**config.mk**
```make
export PLATFORM = sky130hd
export DESIGN_NAME = laser_line_row_peak_extractor
export DESIGN_NICKNAME = d
export VERILOG_FILES = /design/src/rtl/llrpe_pkg.sv /design/src/rtl/llrpe_row_tracker.sv /design/src/rtl/laser_line_row_peak_extractor.sv
export SDC_FILE = /design/constraint.sdc
export NUM_CORES = 1
export LEC_CHECK = 0
export BUFFER_PORTS_ARGS = -buffer_cell sky130_fd_sc_hd__buf_2
export CORE_MARGIN = 2
export CORE_UTILIZATION = 30
export DETAILED_ROUTE_END_ITERATION = 10
export PLACE_DENSITY_LB_ADDON = 0.1
export REMOVE_ABC_BUFFERS = 1
export SLEW_MARGIN = 20
export SYNTH_ARGS = -nofsm -noshare
export SYNTH_HDL_FRONTEND = slang
export SYNTH_SLANG_ARGS = --single-unit
```
**constraint.sdc**
```tcl
create_clock -name clk -period 5.1 [get_ports clk]
set_input_delay 0.255 -clock clk [delete_from_list [all_inputs] [get_ports clk]]
set_output_delay 0.255 -clock clk [all_outputs]
set_load 0.02 [all_outputs]
```
**src/rtl/llrpe_pkg.sv**
```systemverilog
// Shared types and constants for the laser line row peak extractor.
package llrpe_pkg;

	localparam int unsigned MAX_WIDTH  = 4096;
	localparam int unsigned MAX_HEIGHT = 4096;

	localparam int unsigned LEVEL_W = 8;
	localparam int unsigned SIZE_W  = 13;
	localparam int unsigned POS_W   = 12;
	localparam int unsigned COORD_W = 13;

	localparam int unsigned CFG_INDEX_W = 3;
	localparam int unsigned CFG_DATA_W  = 13;

	localparam int unsigned IN_TDATA_W  = 8;
	localparam int unsigned OUT_TDATA_W = 72;

	localparam logic [LEVEL_W-1:0] NOISE_LEVEL_RST   = LEVEL_W'(50);
	localparam logic [SIZE_W-1:0]  FRAME_WIDTH_RST   = SIZE_W'(800);
	localparam logic [SIZE_W-1:0]  FRAME_HEIGHT_RST  = SIZE_W'(600);
	localparam logic [POS_W-1:0]   CENTER_COLUMN_RST = POS_W'(440);
	localparam logic [POS_W-1:0]   CENTER_ROW_RST    = POS_W'(300);

	localparam logic [SIZE_W-1:0] WIDTH_MAX_C  = SIZE_W'(MAX_WIDTH);
	localparam logic [SIZE_W-1:0] HEIGHT_MAX_C = SIZE_W'(MAX_HEIGHT);

	typedef enum logic [CFG_INDEX_W-1:0] {
		REG_NOISE_LEVEL   = 3'd0,
		REG_FRAME_WIDTH   = 3'd1,
		REG_FRAME_HEIGHT  = 3'd2,
		REG_CENTER_COLUMN = 3'd3,
		REG_CENTER_ROW    = 3'd4
	} llrpe_reg_t;

	typedef struct packed {
		logic [LEVEL_W-1:0] noise_level;
		logic [SIZE_W-1:0]  frame_width;
		logic [SIZE_W-1:0]  frame_height;
		logic [POS_W-1:0]   center_column;
		logic [POS_W-1:0]   center_row;
	} llrpe_cfg_t;

	// Packed lowest field last, so the struct maps straight onto tdata.
	typedef struct packed {
		logic [LEVEL_W-1:0]        peak_level;
		logic [POS_W-1:0]          peak_column;
		logic [POS_W-1:0]          peak_row;
		logic signed [COORD_W-1:0] point_z;
		logic signed [COORD_W-1:0] point_y;
		logic signed [COORD_W-1:0] point_x;
	} llrpe_point_t;

endpackage

```
**src/rtl/llrpe_row_tracker.sv**
```systemverilog
// Per-row running maximum, column and row counters, and point formation.
module llrpe_row_tracker
	import llrpe_pkg::*;
(
	input  logic               clk,
	input  logic               arst_n,
	input  logic               pix_accept,
	input  logic [LEVEL_W-1:0] red_level,
	input  llrpe_cfg_t         cfg,
	output logic               emit,
	output llrpe_point_t       point
);

	logic [POS_W-1:0]   column_q;
	logic [POS_W-1:0]   row_q;
	logic [LEVEL_W-1:0] best_level_q;
	logic [POS_W-1:0]   best_column_q;

	logic [LEVEL_W-1:0] level;
	logic [LEVEL_W-1:0] best_level_n;
	logic [POS_W-1:0]   best_column_n;
	logic [POS_W-1:0]   last_column;
	logic [SIZE_W-1:0]  height;
	logic [POS_W-1:0]   row_inc;
	logic [POS_W-1:0]   row_n;
	logic               row_end;
	logic [COORD_W-1:0] x_diff;
	logic [COORD_W-1:0] y_diff;

	always_comb begin
		level = (red_level > cfg.noise_level) ? red_level : '0;

		if (column_q == '0 || level > best_level_q) begin
			best_level_n  = level;
			best_column_n = column_q;
		end else begin
			best_level_n  = best_level_q;
			best_column_n = best_column_q;
		end

		// Saturate width to 1..MAX_WIDTH, then take width minus one.
		if (cfg.frame_width == '0) begin
			last_column = '0;
		end else if (cfg.frame_width >= WIDTH_MAX_C) begin
			last_column = POS_W'(WIDTH_MAX_C - SIZE_W'(1));
		end else begin
			last_column = POS_W'(cfg.frame_width - SIZE_W'(1));
		end

		if (cfg.frame_height == '0) begin
			height = SIZE_W'(1);
		end else if (cfg.frame_height > HEIGHT_MAX_C) begin
			height = HEIGHT_MAX_C;
		end else begin
			height = cfg.frame_height;
		end

		row_end = (column_q >= last_column);
		row_inc = row_q + POS_W'(1);
		row_n   = (row_inc == '0 || {1'b0, row_inc} >= height) ? '0 : row_inc;

		x_diff = {1'b0, best_column_n} - {1'b0, cfg.center_column};
		y_diff = {1'b0, row_q} - {1'b0, cfg.center_row};

		emit              = pix_accept && row_end && (best_column_n != '0);
		point.point_x     = signed'(x_diff);
		point.point_y     = signed'(y_diff);
		point.point_z     = signed'(x_diff);
		point.peak_row    = row_q;
		point.peak_column = best_column_n;
		point.peak_level  = best_level_n;
	end

	always_ff @(posedge clk or negedge arst_n) begin
		if (!arst_n) begin
			column_q      <= '0;
			row_q         <= '0;
			best_level_q  <= '0;
			best_column_q <= '0;
		end else if (pix_accept) begin
			best_level_q  <= best_level_n;
			best_column_q <= best_column_n;
			if (row_end) begin
				column_q <= '0;
				row_q    <= row_n;
			end else begin
				column_q <= column_q + POS_W'(1);
			end
		end
	end

endmodule

```
**src/rtl/laser_line_row_peak_extractor.sv**
```systemverilog
// Top level of the laser line row peak extractor: config registers and output stage.
//
//  channel   dir  handshake                  content
//  s_axis    in   s_axis_tvalid/tready       one red byte per pixel, raster order
//  m_axis    out  m_axis_tvalid/tready       one point per row with a peak off column 0
//  cfg       in   cfg_wr_en                  register index and write data
//
// One pixel item per cycle while s_axis_tready is high; the row maximum compare and counter
// update are registered in the tracker, and the point lands in one output register.
// Reset loads the register defaults and clears counters and the running maximum.
// Input is taken whenever the output register is empty or is being drained, so a
// stall on m_axis holds s_axis_tready low only while a point waits.
module laser_line_row_peak_extractor
	import llrpe_pkg::*;
(
	input  logic                   clk,
	input  logic                   arst_n,
	input  logic                   s_axis_tvalid,
	output logic                   s_axis_tready,
	input  logic [IN_TDATA_W-1:0]  s_axis_tdata,  // [7:0] red_level
	output logic                   m_axis_tvalid,
	input  logic                   m_axis_tready,
	// [12:0] point_x, [25:13] point_y, [38:26] point_z, [50:39] peak_row,
	// [62:51] peak_column, [70:63] peak_level, [71] zero
	output logic [OUT_TDATA_W-1:0] m_axis_tdata,
	input  logic                   cfg_wr_en,
	input  logic [CFG_INDEX_W-1:0] cfg_index,
	input  logic [CFG_DATA_W-1:0]  cfg_data
);

	llrpe_cfg_t   cfg_q;
	llrpe_point_t point;
	llrpe_point_t point_q;
	logic         emit;
	logic         out_valid_q;
	logic         in_accept;

	always_ff @(posedge clk or negedge arst_n) begin
		if (!arst_n) begin
			cfg_q.noise_level   <= NOISE_LEVEL_RST;
			cfg_q.frame_width   <= FRAME_WIDTH_RST;
			cfg_q.frame_height  <= FRAME_HEIGHT_RST;
			cfg_q.center_column <= CENTER_COLUMN_RST;
			cfg_q.center_row    <= CENTER_ROW_RST;
		end else if (cfg_wr_en) begin
			unique case (cfg_index)
				REG_NOISE_LEVEL:   cfg_q.noise_level   <= cfg_data[LEVEL_W-1:0];
				REG_FRAME_WIDTH:   cfg_q.frame_width   <= cfg_data[SIZE_W-1:0];
				REG_FRAME_HEIGHT:  cfg_q.frame_height  <= cfg_data[SIZE_W-1:0];
				REG_CENTER_COLUMN: cfg_q.center_column <= cfg_data[POS_W-1:0];
				REG_CENTER_ROW:    cfg_q.center_row    <= cfg_data[POS_W-1:0];
				default: ;
			endcase
		end
	end

	assign s_axis_tready = !out_valid_q || m_axis_tready;
	assign in_accept     = s_axis_tvalid && s_axis_tready;

	llrpe_row_tracker u_tracker (
		.clk        (clk),
		.arst_n     (arst_n),
		.pix_accept (in_accept),
		.red_level  (s_axis_tdata[LEVEL_W-1:0]),
		.cfg        (cfg_q),
		.emit       (emit),
		.point      (point)
	);

	always_ff @(posedge clk or negedge arst_n) begin
		if (!arst_n) begin
			out_valid_q <= 1'b0;
		end else if (in_accept) begin
			out_valid_q <= emit;
		end else if (m_axis_tready) begin
			out_valid_q <= 1'b0;
		end
	end

	// Hold the payload unless a new point is loaded.
	always_ff @(posedge clk) begin
		if (emit) begin
			point_q <= point;
		end
	end

	assign m_axis_tvalid = out_valid_q;
	assign m_axis_tdata  = {1'b0, point_q};

endmodule
```
* Word level (Yosys, flattened, before mapping)
Cells that the tools add are included. Widths: inputs -> output; s select.
Word-level totals: bits in registers 161, bits of input ports 29, output and inout port bits 74, logic and storage cells 61
Operators by class: add/subtract/negate cells 5, magnitude comparators 6, equality and inequality tests 4, muxes and demuxes 11, reduce and logical (&&, ||, !) cells 20
Operators by type and width (count):
- $mux 12 | 5
- $logic_not 13->1 | 2
- $mux 13 | 2
- $sub 12x12->13 | 2
- $add 12x1->12 const B | 2
- $logic_not 12->1 | 2
- $gt 8x8->1 | 2
- $mux 8 | 2
- $ge 12x13->1 | 1
- $ge 13x13->1 const B | 1
- $gt 13x13->1 const B | 1
- $ge 12x12->1 | 1
- $reduce_and 2->1 | 6
- $reduce_bool 12->1 | 1
- $sub 12x1->12 const B | 1
- $eq 3x2->1 const B | 2
- $eq 3x1->1 const B | 1
- $eq 3x3->1 const B | 1
- $logic_and 1x1->1 | 3
- $logic_not 3->1 | 1
- $logic_or 1x1->1 | 3
- $mux 1 | 2
- $reduce_bool 2->1 | 1
- $logic_not 1->1 | 1

* Logic depth before layout (Yosys ltp)
depth in word-level cells 8, gate-level depth with buffers 26, depth with buffers taken out 25

* Modules after synthesis
From an unflattened synthesis, not the netlist that was laid out.
Second synthesis, totals: cell total of the unflattened synthesis 798, area total of the unflattened synthesis 9542.9 µm²
By module, submodules not included:
- llrpe_row_tracker | instances 1, cells an instance 595, area each 5117.4 µm², sequential area each 1101.1 µm²
- laser_line_row_peak_extractor | instances 1, cells an instance 203, area each 4425.5 µm², sequential area each 3632.2 µm²

* Least setup slack after synthesis
OpenSTA, ideal clock, no wires.
path kind register to register, start reg cfg_q[51] in the netlist's numbering, end reg point_q, in the netlist m_axis_tdata[10], data pin, setup time 271 ps, arrival time 5053 ps, required time 4829 ps, slack -224 ps, stages on the path, launching flop included 27, buffers on the path 1, clock period less this slack 5324 ps, path through dfstp_2 -> inv_1 -> ha_1 -> nor2b_1 -> o21a_1 -> o21a_1 -> o21bai_1 -> a21oi_1 -> nand2_1 -> inv_1 -> ha_1 -> nor2b_1 -> o211ai_1 -> a211oi_1 -> nor3_2 -> buf_2 -> mux2i_1 -> ha_1 -> inv_1 -> fa_1 -> a21o_1 -> a21o_1 -> a21oi_1 -> o21ai_1 -> and4_1 -> a2111oi_0 -> xnor2_1
RTL lines:
- from (decl) | RTL line laser_line_row_peak_extractor.sv:31 | llrpe_cfg_t cfg_q;
- to (signal assigned) | RTL line laser_line_row_peak_extractor.sv:83 | point_q <= point;
- to (decl) | RTL line laser_line_row_peak_extractor.sv:33 | llrpe_point_t point_q;

==> results <==
- The part of the total power dissipated in the clock network is 22.6%.
- The internal power component is 3.91 mW.
- The HPWL after detailed placement is 16,500 um.
- The final cell count without fillers is 1,394.
- In the synthesized netlist the dominant register cell turns out to be sky130_fd_sc_hd__dfrtp_1.
- The number of DRC violations after detailed-routing iteration 0 is 349.
- The biggest area consumer among synthesized cells is sky130_fd_sc_hd__dfrtp_1.
- The commonest non-fill, non-tap cell in the layout is sky130_fd_sc_hd__buf_2.
- The number of global-route vias before repair is 6,663.
- The utilization of the core after routing is 38.7%.
- The count of flip-flops with a built-in enable after synthesis is 58.
- The root buffer cell chosen for the clock tree is sky130_fd_sc_hd__clkbuf_16.
- In this run the horizontal extent of the chip is 176 um.
- The H-tree was split into 4 levels.
- The endpoint with the worst hold slack is cfg_q[49]$_DFFE_PN0P_.
- Relative to the synthesized area, the layout overhead comes to 26.1%.
- The count of TritonRoute iterations in the first routing pass is 4.
- The worst register-to-register path begins at cfg_q[51]$_DFFE_PN1P_.
- The worst register-to-register path ends at m_axis_tdata[10]$_DFFE_PP_.
- The sequential area share after synthesis is 48.9%.
- The number of hold violations in the final report is 0.
- Setup repair after global routing could not meet its margin everywhere.
- In the layout the commonest cells are 100 x sky130_fd_sc_hd__buf_2, 86 x sky130_fd_sc_hd__nand2_1, 84 x sky130_fd_sc_hd__dfrtp_1, 77 x sky130_fd_sc_hd__o21ai_0, 69 x sky130_fd_sc_hd__buf_4.
- The routed design has 22,400 um of wire.
- The combined area of all synthesized cells is 8870 um2.
- Summing all placed instances gives a cell area of 10,200 um2.
- The net switching fraction of the power is 36.0%.
- The run finished with clean final reports.
- The category of the critical setup timing path is flop to flop.
- The slowest cell on the critical path is sky130_fd_sc_hd__dfstp_2.
- STA classifies the critical path endpoint as a flop.
- Of the post-synthesis cell area, the dominant cell type holds 23.7%.
- The insertion delay of the later-clocked pin in the worst-skew pair is 0.44 ns.
- Setup violations remaining at the end of the flow were counted as 0.
- The highest fanout seen on the critical path is 7.
- After synthesis the netlist holds a flip-flop and latch count of 161.
- The depth of the worst hold-timing path is 3.
- The shortest clock period the worst path allows after layout is 5.09 ns.
- The ratio of cells with drive above 1 in the final layout is 32.0%.
- The summed area of non-filler cells in the final layout is 11,200 um2.
- The repair_antennas step left the layout with diodes totalling 0.
- The number of cells in the design after placement is 1,352.
- The die covers 31,000 um2.
- The initial utilization of the core area, before any placement, comes to 30.7%.
- The final antenna-violating net count is 0.
- No sink is reached through more buffers than the 2 on the longest clock path.
- In the finished design, the share of the clock period the worst path needs comes to 99.9%.
- Across all layers, the routed design uses 6,525 vias.
- For this run, the post-layout net count is 1,096.
- In this run, flip-flops and latches consume 31.6% of the power.
- The average cell area after synthesis is 10.6 um2.
- Counting every instance in the synthesized netlist gives 840.
- The average wire per cell in the routed design is 16.1 um.
- At the pin with the least slew margin, the transition time is 1.01 ns.
- The worst pin sits at a relative slew slack of 32.6%.
- The internal reg-to-reg setup slack is 0.008 ns.
- For the worst flop-to-flop path, the logic depth is 28.
- The number of vias per cell is 4.68.
- In the post-synthesis netlist, the biggest area contributors are sky130_fd_sc_hd__dfrtp_1 24%, sky130_fd_sc_hd__edfxtp_1 20%, sky130_fd_sc_hd__ha_1 9.6%, sky130_fd_sc_hd__mux2_2 5.7%, sky130_fd_sc_hd__dfstp_2 5.6%.
- The TritonCTS buffer count is 17.
- The total area inside the core boundary comes to 28,900 um2.
- The part of the power in combinational logic is 45.8%.
- The worst endpoint required time is 5.29 ns.
- On the worst path, the slowest cell contributes a delay of 0.53 ns.
- Global routing used 15.1% of the available tracks.
- The net switching power is 2.20 mW.
- The clock arrives with 0.0171 ns of skew.
- The async set or reset register ratio after synthesis is 64.0%.
- The initial antenna violation count is 0.
- The number of sinks driven by the clock tree is 161.
- The cell that appears most often on the critical path is sky130_fd_sc_hd__inv_2.
- After clock tree synthesis, the clock-pin slew on the worst setup and hold paths is 0.07 ns.
- 103 I/O pins were placed.
- The number of maximum-capacitance constraint violations is 0.
- The global-route wire length before repair is 36,200 um.
- The Yosys step of the flow raised 0 warnings.
- In this run the vertical extent of the chip is 176 um.
- Synthesis instantiated 61 different standard cells from the library.
- The endpoint arrival time on the critical path is 5.28 ns.
- TritonCTS built the clock tree.
- For this design the static power due to leakage is 4.94 nW.
- The DRC violations left is 0.
- Power spread over the standard cell area amounts to 546 nW/um2.
- The remaining global-route overflow is 0.
- The highest clock frequency the design can meet is 0.196 GHz.
- The critical hold path startpoint is cfg_data[12].
- Port buffering added 101 buffers.
- Entering global routing, the biggest net connects 66 pins.
- The placement row count is 62.
- The worst hold-check path type is primary input to flop.
- The final weighted congestion in routability-driven placement is 0.795.
- The worst setup path is launched from a flop.
- The worst-case vdd ir drop is 0.000209 V.
- The count of final max-slew check failures is 0.
-- worst max-delay path by stage --
stage | startpoint | cells past startpoint | end | slack, ns
2_1_floorplan | cfg_q[51]$_DFFE_PN1P_ | 25 | m_axis_tdata[10]$_DFFE_PP_ | -0.79
3_3_place_gp | cfg_q[51]$_DFFE_PN1P_ | 29 | m_axis_tdata[10]$_DFFE_PP_ | -0.35
3_5_place_dp | cfg_q[51]$_DFFE_PN1P_ | 29 | m_axis_tdata[10]$_DFFE_PP_ | -0.42
4_1_cts | cfg_q[51]$_DFFE_PN1P_ | 27 | m_axis_tdata[10]$_DFFE_PP_ | -0.15
5_1_grt | cfg_q[51]$_DFFE_PN1P_ | 28 | m_axis_tdata[10]$_DFFE_PP_ | -0.26
6_report | cfg_q[51]$_DFFE_PN1P_ | 28 | m_axis_tdata[10]$_DFFE_PP_ | 0.008
-- stage by stage --
| step | setup TNS (ns) | hold slack, ns | power [mW] | worst slack, ns |
|---|---|---|---|---|
| after floorplan | -43.86 | -0.0406 | 3.41 | -0.788 |
| after global placement | -0.811 | 0.439 | 4.40 | -0.351 |
| after detailed placement | -0.937 | 0.432 | 4.40 | -0.421 |
| after CTS | -0.155 | 0.0522 | 6.08 | -0.151 |
| after global routing | -0.536 | 0.0743 | 6.60 | -0.260 |
| final | 0 | 0.0736 | 6.11 | 0.00757 |
-- worst max-delay path: cells and delay by family, from the launching register on --
kind	cells	cell delay, ns
AO/OA/AOI/OAI	10	1.41
XOR/XNOR	1	0.06
adder cells (fa/ha/maj)	4	1.03
buffers and inverters	6	0.58
flip-flops	1	0.53
multiplexers	1	0.27
AND/OR/NAND/NOR	6	0.96
-- power groups by stage --
stage	clock network (mW)	registers, mW	logic (mW)
final	1.38	1.93	2.80
after global routing	1.48	1.97	3.15
after CTS	1.43	1.93	2.72
after detailed placement	0	1.96	2.45
after global placement	0	1.96	2.44
after floorplan	0	1.93	1.48
-- routing by layer --
layer  routed length [um]  track usage [%]  share of wire, %
met1                11300             21.6                50
met3                  784             2.78               3.5
met5                    0                0                 0
met2                10200             23.7                45
met4                  171             3.24              0.76
-- cells in the mapped netlist, types with 4 or more instances --
library cell / n
sky130_fd_sc_hd__inv_1: 69
sky130_fd_sc_hd__xnor2_1: 22
sky130_fd_sc_hd__xor2_1: 18
sky130_fd_sc_hd__a21oi_1: 24
sky130_fd_sc_hd__nand4_1: 11
sky130_fd_sc_hd__nor2_1: 34
sky130_fd_sc_hd__nor4_1: 13
sky130_fd_sc_hd__clkbuf_1: 14
sky130_fd_sc_hd__nand3_1: 20
sky130_fd_sc_hd__nor2b_1: 6
sky130_fd_sc_hd__mux2_4: 7
sky130_fd_sc_hd__and3_1: 8
sky130_fd_sc_hd__mux2_2: 45
sky130_fd_sc_hd__o21a_1: 11
sky130_fd_sc_hd__dfrtp_1: 84
sky130_fd_sc_hd__ha_1: 68
sky130_fd_sc_hd__dfstp_2: 19
sky130_fd_sc_hd__buf_4: 14
sky130_fd_sc_hd__and4_1: 4
sky130_fd_sc_hd__a2111oi_0: 4
sky130_fd_sc_hd__or3_1: 4
sky130_fd_sc_hd__o21ai_1: 11
sky130_fd_sc_hd__nor3_1: 10
sky130_fd_sc_hd__o21ai_0: 82
sky130_fd_sc_hd__a211oi_1: 4
sky130_fd_sc_hd__a31oi_1: 6
sky130_fd_sc_hd__nand2_1: 91
sky130_fd_sc_hd__nand2b_1: 18
sky130_fd_sc_hd__edfxtp_1: 58
sky130_fd_sc_hd__a21o_1: 12
-- kinds of logic (layout without fill, tap and decap cells) --
logic type / count (synthesis) / count (layout) / share of synthesized area, %
other: 1 / 1 / 0.0423
multiplexers: 53 / 53 / 7.01
XOR/XNOR: 40 / 40 / 3.95
AO/OA/AOI/OAI: 175 / 175 / 11.6
flip-flops: 161 / 161 / 48.9
adder cells (fa/ha/maj): 70 / 70 / 10.0
AND/OR/NAND/NOR: 236 / 236 / 13.2
buffers and inverters: 104 / 274 / 5.20
-- cell type report --
class,instances,area (um2)
timing repair buffer,173,1080
inverter,69,259
fill,2934,17700
multi-input combinational,575,4400
clock buffer,18,450
tap,384,480
sequential,161,4340
clock inverter,14,181
-- registers in the layout, indices dropped and copies added, names as in the netlist --
name / count
cfg_q: 58
u_tracker.best_level_q: 8
u_tracker.row_q: 12
u_tracker.column_q: 12
m_axis_tdata: 58
m_axis_tvalid: 1
u_tracker.best_column_q: 12
-- timing repair --
item                       in CTS  in global routing
hold endpoints to repair       28                  0
hold buffers                    1                  0
gates resized for setup        36                 21
pin swaps                      21                 22
setup buffers                   8                  4
gates cloned                    0                  0
setup endpoints to repair       4                  6
Note: power is estimated with default switching activity, not from simulation.
